--- src/fcrb_pkg.sv ---
// Shared types for the frame capture register bridge.
// Command codes, result kinds and the stage record passed to the output stage.
// No dependencies.
`default_nettype none

package fcrb_pkg;

    typedef enum logic [2:0] {
        CMD_STREAM     = 3'd0,
        CMD_ADDR       = 3'd1,
        CMD_TEMP       = 3'd2,
        CMD_DUMP_START = 3'd3,
        CMD_DUMP_NEXT  = 3'd4
    } cmd_t;

    typedef enum logic [1:0] {
        RES_NONE,
        RES_READ_NEW,
        RES_READ_OLD,
        RES_DUMP
    } res_kind_t;

    typedef logic [1:0] reg_index_t;

    localparam reg_index_t REG_HEADER_FIRST  = 2'd0;
    localparam reg_index_t REG_HEADER_SECOND = 2'd1;

    // One accepted word on its way to the output register
    typedef struct packed {
        res_kind_t  kind;
        logic       status;
        logic       use_ram;
        logic [7:0] fixed_val;
    } stage_t;

endpackage

`default_nettype wire

--- src/fcrb_ram.sv ---
// Generic single-port-write, single-port-read RAM with registered read data.
// No dependencies.
`default_nettype none

module fcrb_ram #(
    parameter int WIDTH = 8,
    parameter int DEPTH = 32
) (
    input  wire logic                             clk,
    input  wire logic                             we,
    input  wire logic [$clog2(DEPTH)-1:0]         waddr,
    input  wire logic [WIDTH-1:0]                 wdata,
    input  wire logic                             re,
    input  wire logic [$clog2(DEPTH)-1:0]         raddr,
    output logic      [WIDTH-1:0]                 rdata
);

    logic [WIDTH-1:0] mem [DEPTH];

    always_ff @(posedge clk)
    begin
        if (we)
        begin
            mem[waddr] <= wdata;
        end
        if (re)
        begin
            rdata <= mem[raddr];
        end
    end

endmodule

`default_nettype wire

--- src/fcrb_temp.sv ---
// Fixed-point temperature from a 12-bit converter sample:
// floor(5386 - sample * 196465 / 65536), saturated at zero.
// No dependencies.
`default_nettype none

module fcrb_temp (
    input  wire logic [11:0] sample,
    output logic      [12:0] temp
);

    localparam logic [29:0] OFFSET_Q16 = 30'd352976896;  // 5386 << 16
    localparam logic [17:0] SLOPE_Q16  = 18'd196465;

    logic [29:0] prod;
    logic [29:0] diff;

    always_comb
    begin
        prod = 30'(sample * SLOPE_Q16);
        diff = OFFSET_Q16 - prod;
        if (prod >= OFFSET_Q16)
        begin
            temp = '0;
        end
        else
        begin
            temp = diff[28:16];
        end
    end

endmodule

`default_nettype wire

--- src/fcrb_out.sv ---
// Output stage: merges RAM read data with the stage record, keeps the
// pending address-link byte and drives the result register.
// Depends on fcrb_pkg.
`default_nettype none

module fcrb_out (
    input  wire logic             clk,
    input  wire logic             rst_n,
    input  wire logic             s1_valid,
    input  wire fcrb_pkg::stage_t s1,
    input  wire logic [7:0]       ram_q,
    output logic                  out_free,
    output logic                  m_tvalid,
    input  wire logic             m_tready,
    output logic      [15:0]      m_tdata,   // read_byte[7:0], dump_byte[15:8]
    output logic      [1:0]       m_tuser    // status[0], dump_valid[1]
);

    logic        m_tvalid_reg;
    logic        m_tvalid_next;
    logic [15:0] m_tdata_reg;
    logic [15:0] m_tdata_next;
    logic [1:0]  m_tuser_reg;
    logic [1:0]  m_tuser_next;
    logic [7:0]  pending_reg;
    logic [7:0]  pending_next;
    logic [7:0]  value;
    logic        load;

    assign out_free = !m_tvalid_reg || m_tready;
    assign load     = s1_valid && out_free;
    assign value    = s1.use_ram ? ram_q : s1.fixed_val;

    always_comb
    begin
        pending_next  = pending_reg;
        m_tdata_next  = '0;
        m_tuser_next  = {1'b0, s1.status};
        unique case (s1.kind)
            fcrb_pkg::RES_NONE:
            begin
            end
            fcrb_pkg::RES_READ_NEW:
            begin
                pending_next      = value;
                m_tdata_next[7:0] = value;
            end
            fcrb_pkg::RES_READ_OLD:
            begin
                m_tdata_next[7:0] = pending_reg;
            end
            fcrb_pkg::RES_DUMP:
            begin
                m_tdata_next[15:8] = value;
                m_tuser_next[1]    = 1'b1;
            end
            default:
            begin
            end
        endcase
    end

    always_comb
    begin
        m_tvalid_next = m_tvalid_reg;
        if (load)
        begin
            m_tvalid_next = 1'b1;
        end
        else if (m_tready)
        begin
            m_tvalid_next = 1'b0;
        end
    end

    always_ff @(posedge clk or negedge rst_n)
    begin
        if (!rst_n)
        begin
            m_tvalid_reg <= 1'b0;
            pending_reg  <= '0;
        end
        else
        begin
            m_tvalid_reg <= m_tvalid_next;
            if (load)
            begin
                pending_reg <= pending_next;
            end
        end
    end

    always_ff @(posedge clk)
    begin
        if (load)
        begin
            m_tdata_reg <= m_tdata_next;
            m_tuser_reg <= m_tuser_next;
        end
    end

    assign m_tvalid = m_tvalid_reg;
    assign m_tdata  = m_tdata_reg;
    assign m_tuser  = m_tuser_reg;

endmodule

`default_nettype wire

--- src/frame_capture_register_bridge.sv ---
// Frame capture register bridge: byte stream into a frame buffer, address
// reads and dump readout. Depends on fcrb_pkg, fcrb_ram, fcrb_temp, fcrb_out.
//
// Usage:
//   s_* carries one command word per handshake: tuser holds the command,
//   tdata holds the stream byte or read address, the address-received flag
//   and the converter sample. m_* returns exactly one result word per command.
//   cfg_we/cfg_index/cfg_wdata write the two header bytes; write them only
//   while no command is in flight.
// Timing:
//   A word's result reaches m_* through the buffer RAM's registered read, held
//   with the stage record, and then through the result register.
//   One word is accepted every cycle unless the stall below holds it; the buffer
//   RAM has one write and one read port, and every command needs at most one of each.
// Stall:
//   The result register and the read stage hold while m_tready is low, and
//   s_tready drops only when both are full.
// Reset:
//   Buffer, temperature slots, positions, pending byte and header bytes return
//   to their initial values at once; per-entry valid bits make unwritten
//   buffer entries read as zero, so no clearing pass is needed.
`default_nettype none

module frame_capture_register_bridge #(
    parameter int FRAME_LEN = 32
) (
    input  wire logic        clk,
    input  wire logic        rst_n,
    input  wire logic        s_tvalid,
    output logic             s_tready,
    input  wire logic [23:0] s_tdata,   // data_byte[7:0], addr_received[8],
                                        // adc_sample[20:9], zero[23:21]
    input  wire logic [2:0]  s_tuser,   // cmd[2:0]
    output logic             m_tvalid,
    input  wire logic        m_tready,
    output logic      [15:0] m_tdata,   // read_byte[7:0], dump_byte[15:8]
    output logic      [1:0]  m_tuser,   // status[0], dump_valid[1]
    input  wire logic        cfg_we,
    input  wire fcrb_pkg::reg_index_t cfg_index,
    input  wire logic [7:0]  cfg_wdata
);

    localparam int AW  = $clog2(FRAME_LEN);
    localparam int DPW = $clog2(FRAME_LEN + 1);
    localparam int RW  = (DPW > 8) ? DPW : 8;

    localparam logic [AW-1:0] SLOT_LO  = AW'(16);
    localparam logic [AW-1:0] SLOT_HI  = AW'(17);
    localparam logic [AW-1:0] POS_LAST = AW'(FRAME_LEN - 1);
    localparam logic [AW-1:0] POS_ONE  = AW'(1);
    localparam logic [DPW-1:0] DP_END  = DPW'(FRAME_LEN);
    localparam logic [RW-1:0]  RD_END  = RW'(FRAME_LEN);

    logic [7:0]           header_first_reg;
    logic [7:0]           header_second_reg;
    logic [AW-1:0]        write_pos_reg;
    logic [AW-1:0]        write_pos_next;
    logic [DPW-1:0]       dump_pos_reg;
    logic [DPW-1:0]       dump_pos_next;
    logic [FRAME_LEN-1:0] valid_reg;
    logic [FRAME_LEN-1:0] valid_next;
    logic [12:0]          temp_reg;
    logic [12:0]          temp_next;
    logic [12:0]          temp_calc;
    logic                 s1_valid_reg;
    fcrb_pkg::stage_t     s1_reg;
    fcrb_pkg::stage_t     s1_next;

    fcrb_pkg::cmd_t cmd;
    logic [7:0]     in_data;
    logic           in_addr_new;
    logic [11:0]    in_sample;
    logic           accept;
    logic           out_free;
    logic           ram_we;
    logic           ram_re;
    logic [7:0]     ram_q;
    logic [RW-1:0]  rd_wide;
    logic [AW-1:0]  rd_idx;
    logic           lookup_use_ram;
    logic [7:0]     lookup_val;

    assign cmd         = fcrb_pkg::cmd_t'(s_tuser);
    assign in_data     = s_tdata[7:0];
    assign in_addr_new = s_tdata[8];
    assign in_sample   = s_tdata[20:9];

    assign s_tready = !s1_valid_reg || out_free;
    assign accept   = s_tvalid && s_tready;

    fcrb_temp u_temp (
        .sample (in_sample),
        .temp   (temp_calc)
    );

    // Read address: the received address for address events, the dump
    // position for dump-next, zero otherwise (including dump start)
    always_comb
    begin
        unique case (cmd)
            fcrb_pkg::CMD_ADDR:       rd_wide = RW'(in_data);
            fcrb_pkg::CMD_DUMP_NEXT:  rd_wide = RW'(dump_pos_reg);
            default:                  rd_wide = '0;
        endcase
        rd_idx = rd_wide[AW-1:0];
    end

    // Temperature slots, out-of-range addresses and never-written entries come
    // from flops, the rest from the RAM
    always_comb
    begin
        lookup_use_ram = 1'b0;
        lookup_val     = '0;
        if (rd_wide >= RD_END)
        begin
            lookup_val = '0;
        end
        else if (rd_idx == SLOT_LO)
        begin
            lookup_val = temp_reg[7:0];
        end
        else if (rd_idx == SLOT_HI)
        begin
            lookup_val = {3'b000, temp_reg[12:8]};
        end
        else if (valid_reg[rd_idx])
        begin
            lookup_use_ram = 1'b1;
        end
    end

    always_comb
    begin
        write_pos_next    = write_pos_reg;
        dump_pos_next     = dump_pos_reg;
        valid_next        = valid_reg;
        temp_next         = temp_reg;
        ram_we            = 1'b0;
        ram_re            = 1'b0;
        s1_next.kind      = fcrb_pkg::RES_NONE;
        s1_next.status    = 1'b0;
        s1_next.use_ram   = lookup_use_ram;
        s1_next.fixed_val = lookup_val;
        unique case (cmd)
            fcrb_pkg::CMD_STREAM:
            begin
                if (write_pos_reg == '0 && in_data != header_first_reg)
                begin
                    s1_next.status = 1'b1;
                end
                else if (write_pos_reg == POS_ONE && in_data != header_second_reg)
                begin
                    s1_next.status = 1'b1;
                    write_pos_next = '0;
                end
                else
                begin
                    if (write_pos_reg != SLOT_LO && write_pos_reg != SLOT_HI)
                    begin
                        ram_we                    = accept;
                        valid_next[write_pos_reg] = 1'b1;
                    end
                    write_pos_next = (write_pos_reg == POS_LAST) ? '0
                                                                 : write_pos_reg + 1'b1;
                end
            end
            fcrb_pkg::CMD_ADDR:
            begin
                ram_re       = accept && in_addr_new;
                s1_next.kind = in_addr_new ? fcrb_pkg::RES_READ_NEW
                                           : fcrb_pkg::RES_READ_OLD;
            end
            fcrb_pkg::CMD_TEMP:
            begin
                temp_next = temp_calc;
            end
            fcrb_pkg::CMD_DUMP_START:
            begin
                ram_re        = accept;
                s1_next.kind  = fcrb_pkg::RES_DUMP;
                dump_pos_next = DPW'(1);
            end
            fcrb_pkg::CMD_DUMP_NEXT:
            begin
                if (dump_pos_reg < DP_END)
                begin
                    ram_re        = accept;
                    s1_next.kind  = fcrb_pkg::RES_DUMP;
                    dump_pos_next = dump_pos_reg + 1'b1;
                end
            end
            default:
            begin
            end
        endcase
    end

    always_ff @(posedge clk or negedge rst_n)
    begin
        if (!rst_n)
        begin
            header_first_reg  <= 8'h50;
            header_second_reg <= 8'h54;
            write_pos_reg     <= '0;
            dump_pos_reg      <= '0;
            valid_reg         <= '0;
            temp_reg          <= '0;
            s1_valid_reg      <= 1'b0;
        end
        else
        begin
            if (cfg_we && cfg_index == fcrb_pkg::REG_HEADER_FIRST)
            begin
                header_first_reg <= cfg_wdata;
            end
            if (cfg_we && cfg_index == fcrb_pkg::REG_HEADER_SECOND)
            begin
                header_second_reg <= cfg_wdata;
            end
            if (accept)
            begin
                write_pos_reg <= write_pos_next;
                dump_pos_reg  <= dump_pos_next;
                valid_reg     <= valid_next;
                temp_reg      <= temp_next;
            end
            if (accept)
            begin
                s1_valid_reg <= 1'b1;
            end
            else if (out_free)
            begin
                s1_valid_reg <= 1'b0;
            end
        end
    end

    always_ff @(posedge clk)
    begin
        if (accept)
        begin
            s1_reg <= s1_next;
        end
    end

    fcrb_ram #(
        .WIDTH (8),
        .DEPTH (FRAME_LEN)
    ) u_store (
        .clk   (clk),
        .we    (ram_we),
        .waddr (write_pos_reg),
        .wdata (in_data),
        .re    (ram_re),
        .raddr (rd_idx),
        .rdata (ram_q)
    );

    fcrb_out u_out (
        .clk      (clk),
        .rst_n    (rst_n),
        .s1_valid (s1_valid_reg),
        .s1       (s1_reg),
        .ram_q    (ram_q),
        .out_free (out_free),
        .m_tvalid (m_tvalid),
        .m_tready (m_tready),
        .m_tdata  (m_tdata),
        .m_tuser  (m_tuser)
    );

endmodule

`default_nettype wire

--- config.mk ---
export PLATFORM = sky130hd
export DESIGN_NAME = frame_capture_register_bridge
export DESIGN_NICKNAME = d
export VERILOG_FILES = /design/src/fcrb_pkg.sv /design/src/fcrb_ram.sv /design/src/fcrb_temp.sv /design/src/fcrb_out.sv /design/src/frame_capture_register_bridge.sv
export SDC_FILE = /design/constraint.sdc
export NUM_CORES = 1
export LEC_CHECK = 0
export BUFFER_PORTS_ARGS = -buffer_cell sky130_fd_sc_hd__buf_2
export CAP_MARGIN = 30
export CORE_MARGIN = 1
export CORE_UTILIZATION = 46
export DETAILED_ROUTE_END_ITERATION = 10
export PLACE_DENSITY = 0.64
export SYNTH_ARGS = -nofsm -noshare
export SYNTH_HDL_FRONTEND = slang
export SYNTH_SLANG_ARGS = --single-unit
--- constraint.sdc ---
create_clock -name clk -period 5.3 [get_ports clk]
set_clock_uncertainty 0.05 [all_clocks]
set_input_delay 1.06 -clock clk [delete_from_list [all_inputs] [get_ports clk]]
set_output_delay 1.06 -clock clk [all_outputs]
set_load 0.01 [all_outputs]
# Word level (Yosys, flattened, before mapping)
# Memory sizes are Yosys's and may differ from the RTL's. A register that Yosys moved wholly into a read port is not among the register bits.
# Index checks and enable logic that the tools add are counted.
word_totals:
  reg_bits: 112
  ramBits: 256
  input_bits: 42
  elab_cells: 105
  memories: 1
mem_list:
  columns: ["name", "words", "width", "rd", "rd_clocked_by_memory_dff", "wr", "line_no", "text"]
  rows:
  - ["u_store.mem", 32, 8, 1, 1, 1, "fcrb_ram.sv:18", "logic [WIDTH-1:0] mem [DEPTH];"]
op_classes:
  add_sub_neg: 3
  n_mul: 1
  order_cmp: 6
  n_eq_ne: 17
  n_mux: 33
  bitwise: 3
  n_reduce_logical: 25
ops:
  columns: ["operator", "n"]
  rows:
  - ["32-bit OR", 1]
  - ["8-bit case mux with 2 select lines", 2]
  - ["30-bit by 29-bit greater-or-equal comparator with 1-bit output (second input constant)", 1]
  - ["12-bit by 18-bit multiplier with 30-bit output (second input constant)", 1]
  - ["29-bit subtractor (first input constant)", 1]
  - ["1-bit 2-to-1 mux", 17]
  - ["8-bit 2-to-1 mux", 2]
  - ["8-bit inequality test", 2]
  - ["5-bit == test (second input constant)", 3]
  - ["5-bit 2-to-1 mux", 3]
  - ["13-bit 2-to-1 mux", 1]
  - ["5-bit by 6-bit less-than comparator with 1-bit output (second input constant)", 2]
  - ["6-bit case mux with 2 select lines", 1]
  - ["5-bit inequality test (second input constant)", 2]
  - ["1-bit logical AND", 9]
  - ["8-bit by 6-bit greater-or-equal comparator with 1-bit output (second input constant)", 1]
  - ["6-bit by 1-bit adder with 6-bit output (second input constant)", 1]
  - ["3-bit by 2-bit == test with 1-bit output (second input constant)", 2]
  - ["6-bit less-than comparator (second input constant)", 1]
  - ["6-bit 2-to-1 mux", 1]
  - ["2-bit case mux with 3 select lines", 1]
  - ["3-bit AND reduction", 2]
  - ["2-bit nonzero test", 3]
  - ["5-bit by 1-bit adder with 5-bit output (second input constant)", 1]
  - ["other kinds (20)", 27]

# Longest topological paths before layout
# Gate-level depths: netlist of run 1.
depth:
  depth_word: 10
  ltp_mapped: 22

# Modules after synthesis
# A second synthesis of run 1 with hierarchy kept.
unflattened:
  hier_cells: 1420
  hier_area_um2: 20215.6
by_module_without_submodules:
  columns: ["mod", "n_inst", "cells_each", "area_each_um2", "seq_area_each_um2"]
  rows:
  - ["fcrb_ram", 1, 417, 10133.5, 7927.6]
  - ["fcrb_temp", 1, 552, 4673.2, 0.0]
  - ["frame_capture_register_bridge", 1, 370, 4174.0, 2193.4]
  - ["fcrb_out", 1, 81, 1234.9, 765.7]

# Worst setup path after synthesis of run 1
# Ideal clock, no wire load.
synth_path:
  kind: "input -> register"
  from: "in s_tdata[18]"
  to: "reg temp_reg[12]"
  setup_ns: 0.064
  arrival_ns: 6.472
  slack_ns: -1.286
  cell_stages: 21
  path_cell_list: "inv_1 fa_1 fa_1 inv_1 fa_1 fa_1 inv_1 fa_1 inv_1 ha_1 clkbuf_1 a21oi_1 o21a_1 o221ai_1 or3_1 a22oi_1 o211ai_1 and2b_2 o21ai_2 a2111oi_2 a21o_1"
synth_between:
  elab_chain_len: 3
  elab_cells_between_ends: 4
  cone_classes: "add/sub: 1; mul: 1; order compare: 1; mux: 1"
synth_rtl:
  columns: ["element", "line_no", "text"]
  rows:
  - ["from (decl)", "frame_capture_register_bridge.sv:31", "input wire logic [23:0] s_tdata,"]
  - ["12-bit by 18-bit multiplier with 30-bit output (*)", "fcrb_temp.sv:19", "prod = 30'(sample * SLOPE_Q16);"]
  - ["29-bit subtractor or 30-bit by 29-bit greater-or-equal comparator with 1-bit output (tied branches)", "fcrb_temp.sv:20, fcrb_temp.sv:21", null]
  - ["13-bit 2-to-1 mux (*)", "fcrb_temp.sv:21", "if (prod >= OFFSET_Q16)"]
  - ["to (signal assigned)", "frame_capture_register_bridge.sv:225", "temp_reg <= temp_next;"]
  - ["to (decl)", "frame_capture_register_bridge.sv:62", "logic [12:0] temp_reg;"]
# Mark *: on every way between the ends. The rest lies on a longest branch, timed or not.
# A chain may end at the register's enable or synchronous reset.

# Worst setup path after layout of run 1
layout_path:
  from: "in s_tdata[17]"
  to: "reg temp_reg[11]"
# Same word-level chain as after synthesis.

==> results of run 1 <==
timing repair:
action                                  in CTS  in global routing
hold endpoints to repair                     0                  0
buffers inserted                             4                 10
gates resized for setup                     55                 32
pin swaps                                   43                 34
endpoints found under the setup margin      13                 13
cell usage after synthesis, drive strengths merged (14+ instances only):
master | instances | area share (%)
mux2 | 38 | 2.2
edfxtp | 294 | 45
xnor2 | 34 | 1.5
nand3 | 24 | 0.61
a22oi | 14 | 0.54
dfrtp | 75 | 9.6
and2 | 22 | 0.70
mux2i | 18 | 0.92
ha | 87 | 5.6
nand2 | 103 | 2.0
o21ai | 49 | 1.3
fa | 79 | 8.1
clkbuf | 25 | 0.49
inv | 167 | 3.2
mux4 | 71 | 8.2
nor2 | 69 | 1.3
a21oi | 28 | 0.72
or2 | 31 | 0.99
buf | 21 | 0.52
worst register-to-register path, cell delays in order (launching register included):
cell and delay, ns:
dfstp_2 0.54, xnor2_1 0.11, nand4_1 0.13, o211ai_1 0.29, nand3_1 0.32, nor2_1 0.36, nand2_1 0.31, nor2_1 0.81
layout by cell type (no fill, tap or decap), drive strengths merged, types with 10 or more instances in the layout:
cell	Yosys	final
xnor2	34	34
mux2	38	38
nand3	24	24
a22oi	14	14
ha	87	87
a21oi	28	28
nand2	103	103
o211ai	11	11
nor2	69	69
fa	79	79
or2	31	31
mux4	71	71
clkbuf	25	61
o21ai	49	49
conb	1	16
a31oi	10	10
inv	167	168
and2	22	22
edfxtp	294	294
dfrtp	75	75
mux2i	18	18
nand4	10	10
a21o	10	10
buf	21	227
how the worst max path moves through the flow:
stage | from | end | slack (ns) | cells after the start
finish | s_tdata[17] | temp_reg[11]$_DFFE_PN0P_ | -0.59 | 23
global placement | s_tdata[14] | temp_reg[10]$_DFFE_PN0P_ | -1.22 | 23
floorplan | s_tdata[14] | temp_reg[12]$_DFFE_PN0P_ | -0.92 | 21
global route | s_tdata[14] | temp_reg[11]$_DFFE_PN0P_ | -0.77 | 23
detailed placement | s_tdata[14] | temp_reg[10]$_DFFE_PN0P_ | -1.31 | 23
CTS | s_tdata[13] | temp_reg[11]$_DFFE_PN0P_ | -0.56 | 22
routing by layer:
layer | share of wire, % | GRT usage (%) | vias to the layer above
li1 | - | - | 5491
met1 | 45 | 30.0 | 5962
met2 | 48 | 33.4 | 304
met3 | 5.2 | 2.54 | 42
met4 | 1.5 | 4.34 | 0
met5 | 0 | 0 | -
area by class of cell:
class	count	area (sq um)	share of cell area, %
sequential	374	10800	46.0
multi-input combinational	826	8460	36.0
inverter	167	629	2.67
timing repair buffer	228	1660	7.07
clock inverter	11	139	0.590
clock buffer	60	1130	4.79
tap	539	674	2.87
power breakdown:
| part | internal [mW] | switching (mW) |
|---|---|---|
| Combinational | 5.50 | 5.51 |
| Clock | 1.62 | 1.08 |
| Sequential | 3.34 | 0.0959 |
logic make-up (layout without fill, tap and decap cells):
family,count (synthesis),in the layout
adder cells (fa/ha/maj),166,166
buffers and inverters,213,466
flip-flops,374,374
AO/OA/AOI/OAI,165,165
XOR/XNOR,41,41
other,1,16
AND/OR/NAND/NOR,311,311
multiplexers,127,127
through the flow:
| step | hold slack (ns) | setup WS [ns] | area [sq um] | instances |
|---|---|---|---|---|
| 2_1_floorplan | 0.350 | -0.920 | 19800 | 1413 |
| 3_3_place_gp | 0.396 | -1.22 | 21800 | 2119 |
| 3_5_place_dp | 0.388 | -1.31 | 21800 | 2120 |
| 4_1_cts | 0.356 | -0.558 | 23300 | 2195 |
| 5_1_grt | 0.361 | -0.770 | 23500 | 2205 |
| 6_report | 0.368 | -0.594 | 23500 | 2205 |
==> flow_summary.yaml, run 1 <==
outcome:
  status: "complete, but fails checks"
  violations: "negative setup slack"
yosys:
  yosys_warnings: 0
  synth_edf_count: 294
  synthXorXnorAreaFrac_pct: 1.84
  synth_compound_area_share_pct: 5.68
  syn_area_per_cell_sq_um: 14.0
  ys_seq_elements: 374
  ys_seq_area_share_pct: 55.5
  synth_cell_types: 68
  synthFlopType: "edfxtp_1"
  synth-simple-area-share_pct: 7.83
  synthAdderAreaFrac_pct: 13.7
  synthesis.area_sq_um: 19500
  synth_mux_area_share_pct: 11.3
  synth_cells: 1398
  synth_top_family_by_area: "adder cells"
  ys_async_sr_fraction_pct: 21.4
sta:
  min_period_ns: 5.89
  rsz0062_at_grt: "yes"
  worst_slack_ns: -0.594
  setup_violations: 13
  fin_setup_tns_ns: -7.47
  tightest_slew_ns: 1.01
  slew_viol_final: 0
  fmax_ghz: 0.170
  min_period_over_period_pct: 111
  report.final.hold_viol_count: 0
  relSlewSlack_pct: 32.4
worst_setup_path:
  cp-start-kind: "input port"
  r2r_start: "header_first_reg[6]$_DFFE_PN1P_"
  cp.required_ns: 5.70
  path_delay_family: "adder cells"
  crit_path_end_kind: "flip-flop"
  critPathMostFrequentCell: "fa_1"
  critPathMaxStageDelay_ns: 0.65
  worst-path-buf-inv: 7
  crit_type: "input port to flip-flop"
  r2r_slack_ns: 2.00
  arrival_ns: 6.29
  critical-path-slowest-cell: "fa_2"
  r2r-end: "u_store.mem[31][4]$_DFFE_PP_"
  cp_cell_sequence: "buf_2 -> fa_2 -> inv_4 -> fa_1 -> inv_2 -> fa_1 -> fa_1 -> inv_1 -> fa_1 -> inv_1 -> ha_4 -> a21oi_2 -> o21ai_2 -> a221o_1 -> a31oi_4 -> buf_6 -> o21bai_1 -> a21oi_1 -> xnor2_1 -> o21bai_2 -> a21o_1 -> buf_12 -> o21ai_1"
  crit_fanout: 7
  r2r.worst_path.cells: 7
drt:
  drc: 0
  vias: 11799
  wl_per_cell_um: 19.7
  wirelength_um: 43500
  drtPass1Iterations: 5
  drt_iter0_markers: 724
  vias_per_cell: 5.35
  ant_nets: 0
global_route:
  antenna_found_initial: 0
  grt_usage_pct: 20.6
  gr-total-overflow: 0
  grt_pass1_wl_um: 69100
  grt_start_max_net_pins: 62
  grt_pass1_vias: 12318
placed_design:
  place_congestion: 0.864
  io_buffers: 58
  place_hpwl_um: 31500
floorplanning:
  start_util_pct: 46.6
  core_area_sq_um: 41900
  die_area_sq_um: 43300
  io_pins: 62
  die_x_um: 208
  die_h_um: 208
  fp-row-count: 75
power:
  ir_drop_uv: 964
  total_power_mw: 17.1
  power_density_nw_per_um2: 728
  p_leak_nw: 9.37
final_layout:
  fin_nets: 1844
  syn2layout_area_growth_pct: 20.4
  post-route-util_pct: 56.1
  drive_above_1_share_pct: 32.2
  largest_register_ffs: 256
  n_antenna_cell: 0
  final.fill_count: 3345
clock_tree:
  cts-buffers-inserted: 39
  clkLatencyLatePin_ns: 0.52
  ctsHoldBuffers: 0
  clock_path_buffers: 3
  root_buffer: "clkbuf_16"
  path_clk_slew_ns: 0.06
  clock_sinks: 374
  h-tree-depth: 2
  cts_tree: "yes"
flow_run:
  max-cap-violations: 0
hold_path:
  hp-class: "input port to async pin"
(Power assumes the default switching activity.)
==> run 2, diff against run 1 <==
--- a/config.mk
+++ b/config.mk
@@ -7,9 +7,11 @@
 export LEC_CHECK = 0
 export BUFFER_PORTS_ARGS = -buffer_cell sky130_fd_sc_hd__buf_2
 export CAP_MARGIN = 30
+export CORE_ASPECT_RATIO = 0.8
 export CORE_MARGIN = 1
 export CORE_UTILIZATION = 46
 export DETAILED_ROUTE_END_ITERATION = 10
+export MAX_ROUTING_LAYER = met4
 export PLACE_DENSITY = 0.64
 export SYNTH_ARGS = -nofsm -noshare
 export SYNTH_HDL_FRONTEND = slang
==> constraint.sdc (replaced) <==
create_clock -name clk -period 5.9 [get_ports clk]
set_clock_uncertainty 0.05 [all_clocks]
set_input_delay 1.18 -clock clk [delete_from_list [all_inputs] [get_ports clk]]
set_output_delay 1.18 -clock clk [all_outputs]
set_load 0.01 [all_outputs]
==> run 2 against run 1 <==
The run ends with design-rule violations, negative setup slack left. Non-clock buffer count fell by 16. Critical endpoint is now temp_reg[12]$_DFFE_PN0P_. Combinational power fell by 10%. Design area decreased by 1.4%. Core utilization shrank 0.72 points. Critical path depth stayed put. Global-route usage increased by 0.75 points. Via count shrank 0.47%. Worst hold slack gained 0.048 ns. Die area is essentially flat. Largest power group unchanged. Critical path type unchanged. Sequential share of layout area increased by 0.64 points.
==> flow_summary.yaml, run 2 (synthesis results as in run 1) <==
power:
  internal-power_mw: 9.29
  power_density_nw_per_um2: 656
  pwr-share-seq_pct: 20.3
  clock_power_share_pct: 15.0
  p_leak_nw: 9.20
  ir_drop_uv: 879
  p_sw_mw: 5.94
  power_frac_comb_pct: 64.7
  p_sw_share_pct: 39.0
sta:
  worst_slack_ns: -0.107
  fin_setup_tns_ns: -0.864
  min_period_over_period_pct: 102
  whs_ns: 0.416
  rsz0062_at_grt: "yes"
  report.final.hold_viol_count: 0
  min_period_ns: 6.01
  relSlewSlack_pct: 30.6
  setup_violations: 13
  slew_viol_final: 0
  tightest_slew_ns: 1.04
  fmax_ghz: 0.166
final_layout:
  layout_commonest_cell: "edfxtp_1"
  drive_above_1_share_pct: 29.7
  fin_nets: 1825
  final_cells: 2198
  postLayoutCellArea_sq_um: 23200
  largest_register_ffs: 256
  syn2layout_area_growth_pct: 18.8
  layout_common_cells: "edfxtp_1 (294), inv_1 (162), buf_4 (151)"
placed_design:
  place_inst: 2123
  place_congestion: 0.910
  place_hpwl_um: 31500
  dpl_cell_area_sq_um: 21700
  dp_slack_ns: -0.990
  io_buffers: 58
outcome:
  status: "complete, but fails checks"
  violations: "design-rule violations, negative setup slack"
worst_setup_path:
  r2r_start: "header_first_reg[6]$_DFFE_PN1P_"
  r2r_slack_ns: 2.35
  r2r.worst_path.cells: 7
  arrival_ns: 6.43
  crit_path_end_kind: "flip-flop"
  cp-start-kind: "input port"
  crit_fanout: 4
  crit_type: "input port to flip-flop"
  r2r-end: "u_store.mem[26][5]$_DFFE_PP_"
  cp.required_ns: 6.32
global_route:
  grt_pass1_wl_um: 68600
  gr-total-overflow: 0
  grt_pass1_vias: 11994
  grt_start_max_net_pins: 48
  antenna_found_initial: 4
  grt_usage_pct: 21.3
clock_tree:
  root_buffer: "clkbuf_16"
  clock_path_buffers: 3
  cts-buffers-inserted: 36
  cts_tree: "yes"
  h-tree-depth: 2
  ctsHoldBuffers: 0
  clock_sinks: 374
  clkLatencyLatePin_ns: 0.55
  path_clk_slew_ns: 0.06
floorplanning:
  fp-row-count: 67
  die_x_um: 232
  io_pins: 62
  core_area_sq_um: 41900
  die_area_sq_um: 43300
  start_util_pct: 46.6
  die_h_um: 186
drt:
  wl_per_cell_um: 19.8
  drtPass1Iterations: 8
  drc: 2
  wirelength_um: 43600
  drt_iter0_markers: 882
  vias_per_cell: 5.34
  vias: 11743
  ant_nets: 0
hold_path:
  min_to: "valid_reg[22]$_DFFE_PN0P_"
  hp-class: "flip-flop to flip-flop"
  worstHoldStart: "valid_reg[22]$_DFFE_PN0P_"
  hold_depth: 1
flow_run:
  max-cap-violations: 0
[run 2: per-stage QoR]
step	util, %	power [mW]
after floorplan	-	8.53
after global placement	51.7	11.5
after detailed placement	51.7	11.7
after CTS	55.1	14.8
after global routing	55.4	16.3
final	55.4	15.2
[run 2: cell type report]
class | instances | area, sq um
Antenna cell | 2 | 5.00
Inverter | 167 | 627
Clock inverter | 17 | 194
Fill cell | 3446 | 18700
Tap cell | 552 | 691
Timing Repair Buffer | 212 | 1490
Multi-Input combinational cell | 826 | 8400
Sequential cell | 374 | 10800
Clock buffer | 48 | 966
[run 2: timing repair]
item                                    4_1_cts  5_1_grt
endpoints found under the setup margin       13       13
buffers inserted                              5        2
pin swaps                                    35       22
gates resized for setup                      39       14
endpoints found under the hold margin         0        0
[run 2: worst max-delay path by stage]
stage	startpoint	end	slack (ns)	depth (start not counted)
global placement	s_tdata[14]	temp_reg[6]$_DFFE_PN0P_	-0.89	22
finish	s_tdata[13]	temp_reg[12]$_DFFE_PN0P_	-0.11	23
detailed placement	s_tdata[14]	temp_reg[7]$_DFFE_PN0P_	-0.99	22
CTS	s_tdata[12]	temp_reg[10]$_DFFE_PN0P_	-0.1	23
floorplan	s_tdata[14]	temp_reg[12]$_DFFE_PN0P_	-0.44	21
global route	s_tdata[13]	temp_reg[12]$_DFFE_PN0P_	-0.28	23
[run 2: power by group through the flow]
stage               clock network [mW]  logic, mW  registers [mW]
floorplan                            0       5.42            3.11
global placement                     0       8.42            3.13
detailed placement                   0       8.55            3.14
CTS                               2.33       9.43            3.09
global route                      2.44       10.8            3.10
finish                            2.29       9.85            3.09
[run 2: worst max-delay path, cell delays in order]
cell       delay, ns
buf_6           0.10
fa_2            0.53
buf_4           0.17
fa_1            0.47
inv_1           0.07
fa_1            0.50
inv_1           0.07
fa_1            0.53
inv_1           0.06
fa_1            0.52
inv_1           0.06
ha_4            0.25
and2_4          0.14
nand3_2         0.09
o221ai_2        0.12
buf_4           0.16
or3_4           0.38
a22oi_2         0.14
o211ai_1        0.13
and2b_2         0.28
o21ai_4         0.08
a2111oi_4       0.29
a21o_1          0.11
[run 2: per-layer routing]
layer / vias to the layer above / track usage (%) / share of wire (%)
met4: 0 / 4.05 / 1.4
met2: 294 / 29.8 / 43
met5: - / - / 0
met3: 46 / 4.29 / 6.3
met1: 5944 / 32.4 / 49
li1: 5459 / - / -
